File: config.mk
export PLATFORM = sky130hd
export DESIGN_NAME = sorted_unique_key_list_core
export DESIGN_NICKNAME = d
export VERILOG_FILES = /design/src/rtl/sukl_pkg.sv /design/src/rtl/sorted_unique_key_list_core.sv
export VERILOG_INCLUDE_DIRS = /design/src /design/src/rtl
export SDC_FILE = /design/constraint.sdc
export NUM_CORES = 1
export LEC_CHECK = 0
export ABC_AREA = 1
export BUFFER_PORTS_ARGS = -buffer_cell sky130_fd_sc_hd__buf_2
export CAP_MARGIN = 20
export CORE_ASPECT_RATIO = 1.1
export CORE_MARGIN = 2
export CORE_UTILIZATION = 67
export DETAILED_ROUTE_END_ITERATION = 10
export PLACE_DENSITY = 0.82
export SLEW_MARGIN = 20
export SYNTH_ARGS = -nofsm -noshare
export SYNTH_HDL_FRONTEND = slang
export SYNTH_SLANG_ARGS = --single-unit
File: constraint.sdc
create_clock -name clk -period 8.37 [get_ports clk]
set_input_delay 1.2555 -clock clk [delete_from_list [all_inputs] [get_ports clk]]
set_output_delay 1.2555 -clock clk [all_outputs]
set_load 0.005 [all_outputs]
File: src/rtl/assert_macros.svh
// assertion macros used by the rtl core file
`ifndef ASSERT_MACROS_SVH
`define ASSERT_MACROS_SVH

// condition holds at every clock edge outside reset
`define SUKL_ASSERT_ALWAYS(label, cond) \
	label: assert property (@(posedge clk) disable iff (!arst_n) (cond)) \
		else $error("sorted key list: invariant violated");

// consequent holds in the same cycle as the antecedent
`define SUKL_ASSERT_IMPL(label, ante, cons) \
	label: assert property (@(posedge clk) disable iff (!arst_n) (ante) |-> (cons)) \
		else $error("sorted key list: implication violated");

// consequent holds in the cycle after the antecedent
`define SUKL_ASSERT_NEXT(label, ante, cons) \
	label: assert property (@(posedge clk) disable iff (!arst_n) (ante) |=> (cons)) \
		else $error("sorted key list: next-cycle implication violated");

`endif

File: src/rtl/sukl_pkg.sv
// types and constants of the sorted unique key list
package sukl_pkg;

	// default list depth
	localparam int unsigned CAPACITY_DEF = 16;

	// configuration register width and reset value
	localparam int unsigned CFG_W = 5;
	localparam logic [CFG_W-1:0] CAP_RESET = 5'd16;

	// width of the position field
	localparam int unsigned POS_W = 4;

	// action codes
	localparam logic [1:0] ACT_INSERT = 2'd0;
	localparam logic [1:0] ACT_SEARCH = 2'd1;
	localparam logic [1:0] ACT_REMOVE = 2'd2;
	localparam logic [1:0] ACT_SHOW   = 2'd3;

	// result kinds
	localparam logic KIND_SEARCH = 1'b0;
	localparam logic KIND_LIST   = 1'b1;

	// request payload
	typedef struct packed {
		logic [1:0]         action;
		logic signed [31:0] key;
	} req_t;

	// result payload
	typedef struct packed {
		logic               result_kind;
		logic               found;
		logic [POS_W-1:0]   position;
		logic signed [31:0] element_value;
		logic               last_element;
	} rsp_t;

endpackage

File: src/rtl/sorted_unique_key_list_core.sv
// sorted unique key list: key memory, scan/shift sequencer and result register
//
//  channel | direction | handshake                  | payload
//  --------+-----------+----------------------------+---------------------
//  req     | in        | req_valid / req_ready      | req_data (action, key)
//  rsp     | out       | rsp_valid / rsp_ready      | rsp_data (result fields)
//  cfg     | in        | cfg_wr_en                  | cfg_wr_data (capacity)
//
// one request at a time through a single memory read port and one signed compare
// scan: reads then compares each key examined, stops at the first key not below the operand
// insert shift: reads then writes each moved key, then places the key; remove: reads then writes each moved key
// show: reads then outputs each key, holding while a result is pending and rsp_ready stays low
// reset clears the key count and sets capacity to 16; key memory is not cleared
`include "assert_macros.svh"

module sorted_unique_key_list_core #(
	parameter int unsigned CAPACITY = sukl_pkg::CAPACITY_DEF
) (
	input  logic                        clk,
	input  logic                        arst_n,
	input  logic                        req_valid,
	output logic                        req_ready,
	input  sukl_pkg::req_t              req_data,
	output logic                        rsp_valid,
	input  logic                        rsp_ready,
	output sukl_pkg::rsp_t              rsp_data,
	input  logic                        cfg_wr_en,
	input  logic [sukl_pkg::CFG_W-1:0]  cfg_wr_data
);

	// count width holds CAPACITY itself, address width indexes the memory
	localparam int unsigned CW = $clog2(CAPACITY + 1);
	localparam int unsigned AW = (CAPACITY > 1) ? $clog2(CAPACITY) : 1;
	localparam int unsigned LW = (CW > sukl_pkg::CFG_W) ? CW : sukl_pkg::CFG_W;
	localparam logic [LW-1:0] CAP_L = LW'(CAPACITY);

	// sequencer states
	localparam logic [3:0] ST_IDLE     = 4'd0;
	localparam logic [3:0] ST_SCAN_RD  = 4'd1;
	localparam logic [3:0] ST_SCAN_CMP = 4'd2;
	localparam logic [3:0] ST_FINISH   = 4'd3;
	localparam logic [3:0] ST_INS_RD   = 4'd4;
	localparam logic [3:0] ST_INS_WR   = 4'd5;
	localparam logic [3:0] ST_INS_PUT  = 4'd6;
	localparam logic [3:0] ST_REM_RD   = 4'd7;
	localparam logic [3:0] ST_REM_WR   = 4'd8;
	localparam logic [3:0] ST_SHOW_RD  = 4'd9;
	localparam logic [3:0] ST_SHOW_OUT = 4'd10;

	logic [3:0]                  state_q, state_d;
	logic [sukl_pkg::CFG_W-1:0]  cap_q;
	logic [CW-1:0]               count_q, count_d;
	logic [CW-1:0]               idx_q, idx_d;
	logic [CW-1:0]               at_q, at_d;
	logic                        hit_q, hit_d;
	logic [1:0]                  action_q;
	logic signed [31:0]          key_q;
	logic signed [31:0]          rdata_q;
	logic [31:0]                 mem [CAPACITY];

	logic                        mem_we;
	logic [AW-1:0]               mem_waddr;
	logic [31:0]                 mem_wdata;

	logic                        rsp_valid_q;
	sukl_pkg::rsp_t              rsp_q, rsp_d;
	logic                        rsp_load;
	logic                        rsp_free;

	logic                        req_accept;
	logic                        list_full;
	logic [CW-1:0]               idx_inc, idx_dec, count_dec;
	logic [LW-1:0]               idx_l;
	logic [LW-1:0]               at_l;
	logic                        key_eq, key_lt;

	assign req_ready  = (state_q == ST_IDLE);
	assign req_accept = req_valid && req_ready;
	assign rsp_valid  = rsp_valid_q;
	assign rsp_data   = rsp_q;
	assign rsp_free   = !rsp_valid_q || rsp_ready;

	assign idx_inc   = idx_q + 1'b1;
	assign idx_dec   = idx_q - 1'b1;
	assign count_dec = count_q - 1'b1;
	assign idx_l     = LW'(idx_q);
	assign at_l      = LW'(at_q);

	// shared compare unit
	assign key_eq = (rdata_q == key_q);
	assign key_lt = (rdata_q < key_q);

	// full when at the configured limit or at the memory depth
	assign list_full = (LW'(count_q) >= LW'(cap_q)) || (LW'(count_q) == CAP_L);

	// capacity register
	always_ff @(posedge clk or negedge arst_n) begin
		if (!arst_n) begin
			cap_q <= sukl_pkg::CAP_RESET;
		end else if (cfg_wr_en) begin
			cap_q <= cfg_wr_data;
		end
	end

	// key memory, one write and one registered read per cycle
	always_ff @(posedge clk) begin
		if (mem_we) begin
			mem[mem_waddr] <= mem_wdata;
		end
		rdata_q <= mem[idx_q[AW-1:0]];
	end

	// request operand capture
	always_ff @(posedge clk) begin
		if (req_accept) begin
			action_q <= req_data.action;
			key_q    <= req_data.key;
		end
	end

	// sequencer next state, memory writes and result load
	always_comb begin
		state_d   = state_q;
		count_d   = count_q;
		idx_d     = idx_q;
		at_d      = at_q;
		hit_d     = hit_q;
		mem_we    = 1'b0;
		mem_waddr = idx_q[AW-1:0];
		mem_wdata = rdata_q;
		rsp_load  = 1'b0;
		rsp_d     = rsp_q;
		unique case (state_q)
			ST_IDLE: begin
				if (req_accept) begin
					idx_d = '0;
					hit_d = 1'b0;
					case (req_data.action)
						sukl_pkg::ACT_INSERT: state_d = list_full ? ST_IDLE : ST_SCAN_RD;
						sukl_pkg::ACT_SHOW:   state_d = (count_q == '0) ? ST_IDLE : ST_SHOW_RD;
						default:              state_d = ST_SCAN_RD;
					endcase
				end
			end
			ST_SCAN_RD: begin
				if (idx_q == count_q) begin
					at_d    = idx_q;
					hit_d   = 1'b0;
					state_d = ST_FINISH;
				end else begin
					state_d = ST_SCAN_CMP;
				end
			end
			ST_SCAN_CMP: begin
				if (!key_lt) begin
					at_d    = idx_q;
					hit_d   = key_eq;
					state_d = ST_FINISH;
				end else begin
					idx_d   = idx_inc;
					state_d = ST_SCAN_RD;
				end
			end
			ST_FINISH: begin
				case (action_q)
					sukl_pkg::ACT_SEARCH: begin
						if (rsp_free) begin
							rsp_load            = 1'b1;
							rsp_d.result_kind   = sukl_pkg::KIND_SEARCH;
							rsp_d.found         = hit_q;
							rsp_d.position      = hit_q ? at_l[sukl_pkg::POS_W-1:0] : '0;
							rsp_d.element_value = '0;
							rsp_d.last_element  = 1'b1;
							state_d             = ST_IDLE;
						end
					end
					sukl_pkg::ACT_INSERT: begin
						if (hit_q) begin
							state_d = ST_IDLE;
						end else if (at_q == count_q) begin
							state_d = ST_INS_PUT;
						end else begin
							idx_d   = count_dec;
							state_d = ST_INS_RD;
						end
					end
					default: begin
						// remove: close the gap above the matching key
						if (!hit_q) begin
							state_d = ST_IDLE;
						end else if (CW'(at_q + 1'b1) == count_q) begin
							count_d = count_dec;
							state_d = ST_IDLE;
						end else begin
							idx_d   = CW'(at_q + 1'b1);
							state_d = ST_REM_RD;
						end
					end
				endcase
			end
			ST_INS_RD: begin
				state_d = ST_INS_WR;
			end
			ST_INS_WR: begin
				mem_we    = 1'b1;
				mem_waddr = idx_inc[AW-1:0];
				if (idx_q == at_q) begin
					state_d = ST_INS_PUT;
				end else begin
					idx_d   = idx_dec;
					state_d = ST_INS_RD;
				end
			end
			ST_INS_PUT: begin
				mem_we    = 1'b1;
				mem_waddr = at_q[AW-1:0];
				mem_wdata = key_q;
				count_d   = count_q + 1'b1;
				state_d   = ST_IDLE;
			end
			ST_REM_RD: begin
				state_d = ST_REM_WR;
			end
			ST_REM_WR: begin
				mem_we    = 1'b1;
				mem_waddr = idx_dec[AW-1:0];
				if (idx_inc == count_q) begin
					count_d = count_dec;
					state_d = ST_IDLE;
				end else begin
					idx_d   = idx_inc;
					state_d = ST_REM_RD;
				end
			end
			ST_SHOW_RD: begin
				state_d = ST_SHOW_OUT;
			end
			ST_SHOW_OUT: begin
				if (rsp_free) begin
					rsp_load            = 1'b1;
					rsp_d.result_kind   = sukl_pkg::KIND_LIST;
					rsp_d.found         = 1'b0;
					rsp_d.position      = idx_l[sukl_pkg::POS_W-1:0];
					rsp_d.element_value = rdata_q;
					rsp_d.last_element  = (idx_inc == count_q);
					if (idx_inc == count_q) begin
						state_d = ST_IDLE;
					end else begin
						idx_d   = idx_inc;
						state_d = ST_SHOW_RD;
					end
				end
			end
			default: begin
				state_d = ST_IDLE;
			end
		endcase
	end

	// sequencer registers
	always_ff @(posedge clk or negedge arst_n) begin
		if (!arst_n) begin
			state_q <= ST_IDLE;
			count_q <= '0;
			idx_q   <= '0;
			at_q    <= '0;
			hit_q   <= 1'b0;
		end else begin
			state_q <= state_d;
			count_q <= count_d;
			idx_q   <= idx_d;
			at_q    <= at_d;
			hit_q   <= hit_d;
		end
	end

	// result register
	always_ff @(posedge clk or negedge arst_n) begin
		if (!arst_n) begin
			rsp_valid_q <= 1'b0;
		end else if (rsp_load) begin
			rsp_valid_q <= 1'b1;
		end else if (rsp_ready) begin
			rsp_valid_q <= 1'b0;
		end
	end

	always_ff @(posedge clk) begin
		if (rsp_load) begin
			rsp_q <= rsp_d;
		end
	end

	// assertions
	`SUKL_ASSERT_ALWAYS(a_count_in_range, LW'(count_q) <= CAP_L)
	`SUKL_ASSERT_NEXT(a_insert_grows, state_q == ST_INS_PUT, count_q == CW'($past(count_q) + 1'b1))
	`SUKL_ASSERT_IMPL(a_rsp_source, $rose(rsp_valid_q), $past(state_q) == ST_FINISH || $past(state_q) == ST_SHOW_OUT)
	`SUKL_ASSERT_IMPL(a_no_load_on_stall, rsp_load, !rsp_valid_q || rsp_ready)

endmodule
* Yosys cells after proc, flatten, opt, wreduce, memory -nomap -nowiden
Memory sizes are Yosys's and may differ from the RTL's. A register that Yosys moved wholly into a read port is not among the register bits. Cells that the tools add are included.
Cells by class: reduce and logical (&&, ||, !) cells 22, $mul 0, bitwise logic cells 0, add/sub/neg operators 5, divide/modulo/power cells 0, muxes and demuxes 55, order comparisons 2, shifts and indexed selects 0, eq/ne operators 37
Operator list (number):
- 39-bit 2-to-1 mux | 3
- 39-bit one-hot mux with 2 select lines | 1
- 5-bit 2-to-1 mux | 15
- 4-bit one-hot mux with 10 select lines | 1
- 32-bit equality test | 1
- 32-bit < comparator | 1
- 32-bit 2-to-1 mux | 1
- 5-bit one-hot mux with 6 select lines | 1
- 5-bit equality test | 5
- 4-bit 2-to-1 mux | 6
- 2-bit != test, second input constant | 12
- 5-bit one-hot mux with 2 select lines | 2
- 4-bit by 3-bit equality test with 1-bit output, second input constant | 4
- 4-bit one-hot mux with 2 select lines | 2
- 5-bit by 1-bit adder with 5-bit output, second input constant | 3
- 3-bit != test, second input constant | 5
- 5-bit one-hot mux with 3 select lines | 1
- 4-bit equality test, second input constant | 3
- 1-bit 2-to-1 mux | 12
- 3-bit 2-to-1 mux | 4
- 4-bit one-hot mux with 3 select lines | 1
- 10-bit AND reduction | 1
- 5-bit AND reduction | 2
- 5-bit by 1-bit subtractor with 5-bit output, second input constant | 2
- 23 further kinds | 32
Storage, ports and cells: bits in read-only memories 0, memories kept 1, latch bits 0, flip-flop bits (word level) 99, bits in writable memories 512, input bits 44
Memory list:
- mem | words 16, width 32, rd ports 1, clocked after Yosys merged registers in 1, wr ports 1, line sorted_unique_key_list_core.sv:59 | logic [31:0] mem [CAPACITY];

* Longest topological paths before layout
depth after elaboration 6, gate-level depth with buffers 17, depth with buffers taken out 17

* Worst setup path after synthesis
Ideal clock, no wire load.
kind register -> register, start point register idx_q[0] (netlist: idx_l[0]), end point memory mem[9][0] (enable), slack 4.642 ns, clock period less this slack 3.728 ns, arrival 3.307 ns, stages on the path, launching flop included 14, path buffers 4, cells stage by stage dfrtp_1 > buf_4 > inv_2 > buf_4 > buf_4 > buf_2 > ha_1 > inv_1 > nor2_1 > a221oi_1 > nand2_1 > inv_1 > nand2_1 > nor2_1
On the way: cells in the longest elaborated chain, start to end 2, elaborated cells on any way between the ends 3, classes of those cells add/sub (2); mux (1)
Ends and longest elaborated chain:
- start: declaration | line sorted_unique_key_list_core.sv:53 | logic [CW-1:0] idx_q, idx_d;
- start signal: assignment | line sorted_unique_key_list_core.sv:271 | idx_q <= idx_d;
- 5-bit by 1-bit subtractor with 5-bit output / 5-bit by 1-bit adder with 5-bit output (equally long branches) | line sorted_unique_key_list_core.sv:84, sorted_unique_key_list_core.sv:83
- 4-bit one-hot mux with 3 select lines (*) | line sorted_unique_key_list_core.sv:133 | unique case (state_q)
- end: declaration | line sorted_unique_key_list_core.sv:59
Mark *: on every way between the ends. The rest lies on a longest branch, timed or not.

* Worst setup path after layout
start point register idx_q[0] (netlist: idx_l[0]), end point memory mem[13][21] (enable)
Same word-level chain as after synthesis.

==> flow_summary_export.csv <==
group,metric,value,unit
run_status,run_status,"completed",
clocking,hold_buffers,0,
sta,totalNegativeSetupSlack,0,ns
synthesis,synth_top_area_cell,"sky130_fd_sc_hd__edfxtp_1",
finish,area_growth,11.3,%
worst_setup_path,path_max_fanout,102,
sta,final_hold_viol_count,0,
global_routing,grt.total_usage,0.305,
routing,via_per_inst,6.17,
routing,dr.first_iter.drc_count,1828,
synthesis,synth.area.top_cells,"sky130_fd_sc_hd__edfxtp_1, sky130_fd_sc_hd__nand2_1, sky130_fd_sc_hd__a21oi_1",
hold_path,holdCritPathClass,"reg -> reg",
synthesis,yosys.area.top_type_share,0.657,
routing,remaining_drc_errors,0,
finish,finish.net_count,2371,
placement,gp_congestion,0.934,
floorplanning,die_x,195,µm
finish,utilization,0.758,
clocking,post_cts.repair.setup_buffers,0,
synthesis,synth_edf_count,585,
finish,final-seq-area,18900,µm²
worst_setup_path,crit_path_end_kind,"flip-flop",
sta,finalClockSkew,0.0240,ns
sta,post-route-min-period,4.06,ns
placement,post-place-ws,4.39,ns
routing,num_vias,17500,
finish,antenna-diode-count,0,
sta,report.final.slew_viol_count,0,
global_routing,number_of_antenna_violations_at_the_first_check_in_global_routing,0,
worst_setup_path,critical_path.startpoint_type,"flip-flop",
flow_run,max_cap_violations,0,
synthesis,synth-seq-cells,643,
global_routing,first_pass_grt_wire_length,96200,µm
floorplanning,initial_utilization,0.681,
worst_setup_path,worst-endpoint-required,8.66,ns
synthesis,synthCells,2212,
power,max-vdd-ir-drop,0.283,mV
clocking,numCtsBuffers,60,
clocking,cts_resized,0,
sta,rsz0062_at_grt,"false",
worst_setup_path,critPathKind,"reg -> reg",
routing,route.antenna.remaining_nets,0,
sta,final-setup-viol-count,0,
floorplanning,design.portCount,85,
routing,drt_pass_1_iters,6,
clocking,clkTransAtPathRegs,0.06,ns
sta,setup_slack,4.31,ns
clocking,cts_htree_levels,2,
synthesis,synth.net_count,2301,
placement,postPlaceCellArea,27700,µm²
synthesis,synth_area,26800,µm²
sta,min_period_over_period,0.485,
finish,layout.cell_area.non_filler,29800,µm²
routing,avgRoutedWirePerCell,22.0,µm
power,static-leakage-power,11.3,nW
finish,drive_gt1_frac,0.119,
synthesis,syn-mean-instance-area,12.1,µm²
clocking,clock-root-buffer,"sky130_fd_sc_hd__clkbuf_16",
clocking,tritoncts,"built",
synthesis,ys_async_sr_fraction,0.0404,
clocking,ctsLongestPathBuffers,3,
global_routing,via_count_of_the_first_global_routing_pass,17400,
synthesis,ys_types,47,
power,power_density,335,nW/µm²
floorplanning,core.rowCount,76,
placement,io_buffer_count,84,
synthesis,synth_warnings,0,
clocking,clk_latency,0.63,ns
sta,worst-slew-pin-transition,1.10,ns
routing,routed_wl,62300,µm
global_routing,leftover_overflow_at_the_end_of_global_routing,0,
clocking,tritoncts_sinks,643,
floorplanning,floorplan.die_area,41500,µm²
synthesis,ys_seq_area_frac,0.705,
placement,place.detailed.hpwl,36000,µm
finish,filler_cell_count,2359,
sta,maxClockFrequency,0.246,GHz
floorplanning,dieHeight,214,µm
sta,worst_slew_margin_rel,0.266,
synthesis,synth_top_flop_cell,"sky130_fd_sc_hd__edfxtp_1",
global_routing,largest_net_degree_at_the_start_of_global_routing,117,
floorplanning,fp.coreArea,39300,µm²
worst_setup_path,arrival,4.35,ns
finish,multi_input_area,6800,µm²
## metal layers
| metal | vias up | track usage | share of wire |
|---|---|---|---|
| li1 | 7959 | - | - |
| met1 | 8433 | 0.397 | 0.38 |
| met2 | 911 | 0.518 | 0.50 |
| met3 | 176 | 0.0541 | 0.077 |
| met4 | 0 | 0.121 | 0.035 |
| met5 | - | 0 | 0 |
## cells by family (layout without fill, tap and decap cells)
group           after synthesis  in the layout  synth area share
buf+inv                     308            424            0.0484
compound gates              411            411            0.0961
simple gates                772            772             0.118
xor+xnor                     32             32            0.0108
fa+ha+maj                    45             45            0.0210
flops                       643            643             0.705
mux                           1              1          0.000421
## cell usage in the layout (no fill, tap or decap), drive strengths merged, types with 8 or more instances in the layout
master and instances:
nand4 8, dfxtp 32, o21ai 108, o211ai 10
xnor2 14, xor2 18, dfrtp 25, nand2 549
nor2 111, inv 197, edfxtp 585, a31oi 54
buf 121, nand3 98, clkbuf 77, clkinv 21
a32o 64, a21oi 155, ha 45
## final timing paths
path / cells after the start / start / slack, ns / to
min: 2 / cap_q[4]$_DFFE_PN1P_ / 0.51 / cap_q[4]$_DFFE_PN1P_
min in group asynchronous: 1 / arst_n / 0.66 / at_l[1]$_DFFE_PN0P_
max: 10 / idx_l[0]$_DFFE_PN0P_ / 4.31 / mem[13][21]$_DFFE_PP_
max in group asynchronous: 1 / arst_n / 7.21 / idx_l[0]$_DFFE_PN0P_
max reg2reg: 10 / idx_l[0]$_DFFE_PN0P_ / 4.31 / mem[13][21]$_DFFE_PP_
min reg2reg: 2 / cap_q[4]$_DFFE_PN1P_ / 0.51 / cap_q[4]$_DFFE_PN1P_
## per-stage QoR
step                hold slack [ns]  power (mW)  cells
finish                        0.509        9.96   2835
global route                  0.551        10.4   2835
CTS                           0.516        9.92   2828
detailed placement            0.507        7.31   2720
global placement              0.497        7.17   2718
floorplan                     0.465        6.34   2212
## synthesized netlist by cell type, types with 8 or more instances
cell,count
sky130_fd_sc_hd__nand3_1,98
sky130_fd_sc_hd__nand2_1,537
sky130_fd_sc_hd__a32o_1,64
sky130_fd_sc_hd__ha_1,45
sky130_fd_sc_hd__a31oi_1,53
sky130_fd_sc_hd__o211ai_1,10
sky130_fd_sc_hd__clkbuf_1,26
sky130_fd_sc_hd__dfxtp_1,32
sky130_fd_sc_hd__a21oi_1,155
sky130_fd_sc_hd__xnor2_1,14
sky130_fd_sc_hd__edfxtp_1,585
sky130_fd_sc_hd__buf_4,12
sky130_fd_sc_hd__nand4_1,8
sky130_fd_sc_hd__buf_2,60
sky130_fd_sc_hd__inv_1,185
sky130_fd_sc_hd__dfrtp_1,25
sky130_fd_sc_hd__nor2_1,100
sky130_fd_sc_hd__xor2_1,17
sky130_fd_sc_hd__o21ai_0,107
sky130_fd_sc_hd__buf_1,12
sky130_fd_sc_hd__nand2_2,8
## power breakdown
part / internal [mW] / switching [mW]
Clock: 1.49 / 1.14
Combinational: 0.762 / 2.04
Sequential: 4.30 / 0.225
## critical path: stages, from the launching register on
cell                       delay [ns]
sky130_fd_sc_hd__dfrtp_4         0.64
sky130_fd_sc_hd__inv_6           0.59
sky130_fd_sc_hd__ha_1            0.39
sky130_fd_sc_hd__inv_1           0.13
sky130_fd_sc_hd__nor2_1          0.06
sky130_fd_sc_hd__a221oi_1        0.22
sky130_fd_sc_hd__nand2_1         0.14
sky130_fd_sc_hd__inv_1           0.12
sky130_fd_sc_hd__nand2_1         0.25
sky130_fd_sc_hd__nor2_4          0.62
sky130_fd_sc_hd__buf_4           0.44
## final cells by class
class / instances / area share
Clock buffer: 77 / 0.0533
Tap cell: 507 / 0.0213
Clock inverter: 31 / 0.0100
Sequential cell: 643 / 0.634
Multi-Input combinational cell: 1261 / 0.228
Inverter: 195 / 0.0250
Timing Repair Buffer: 121 / 0.0284
## sequential cells by signal, summed over array words and instances, names as in the netlist
| signal | count |
|---|---|
| hit_q | 1 |
| key_q | 32 |
| rsp_data | 39 |
| action_q | 2 |
| mem | 512 |
| idx_l | 5 |
| at_l | 5 |
| count_q | 5 |
| cap_q | 5 |
| rsp_valid | 1 |
| state_q | 4 |
| rdata_q | 32 |
(Power assumes the default switching activity.)
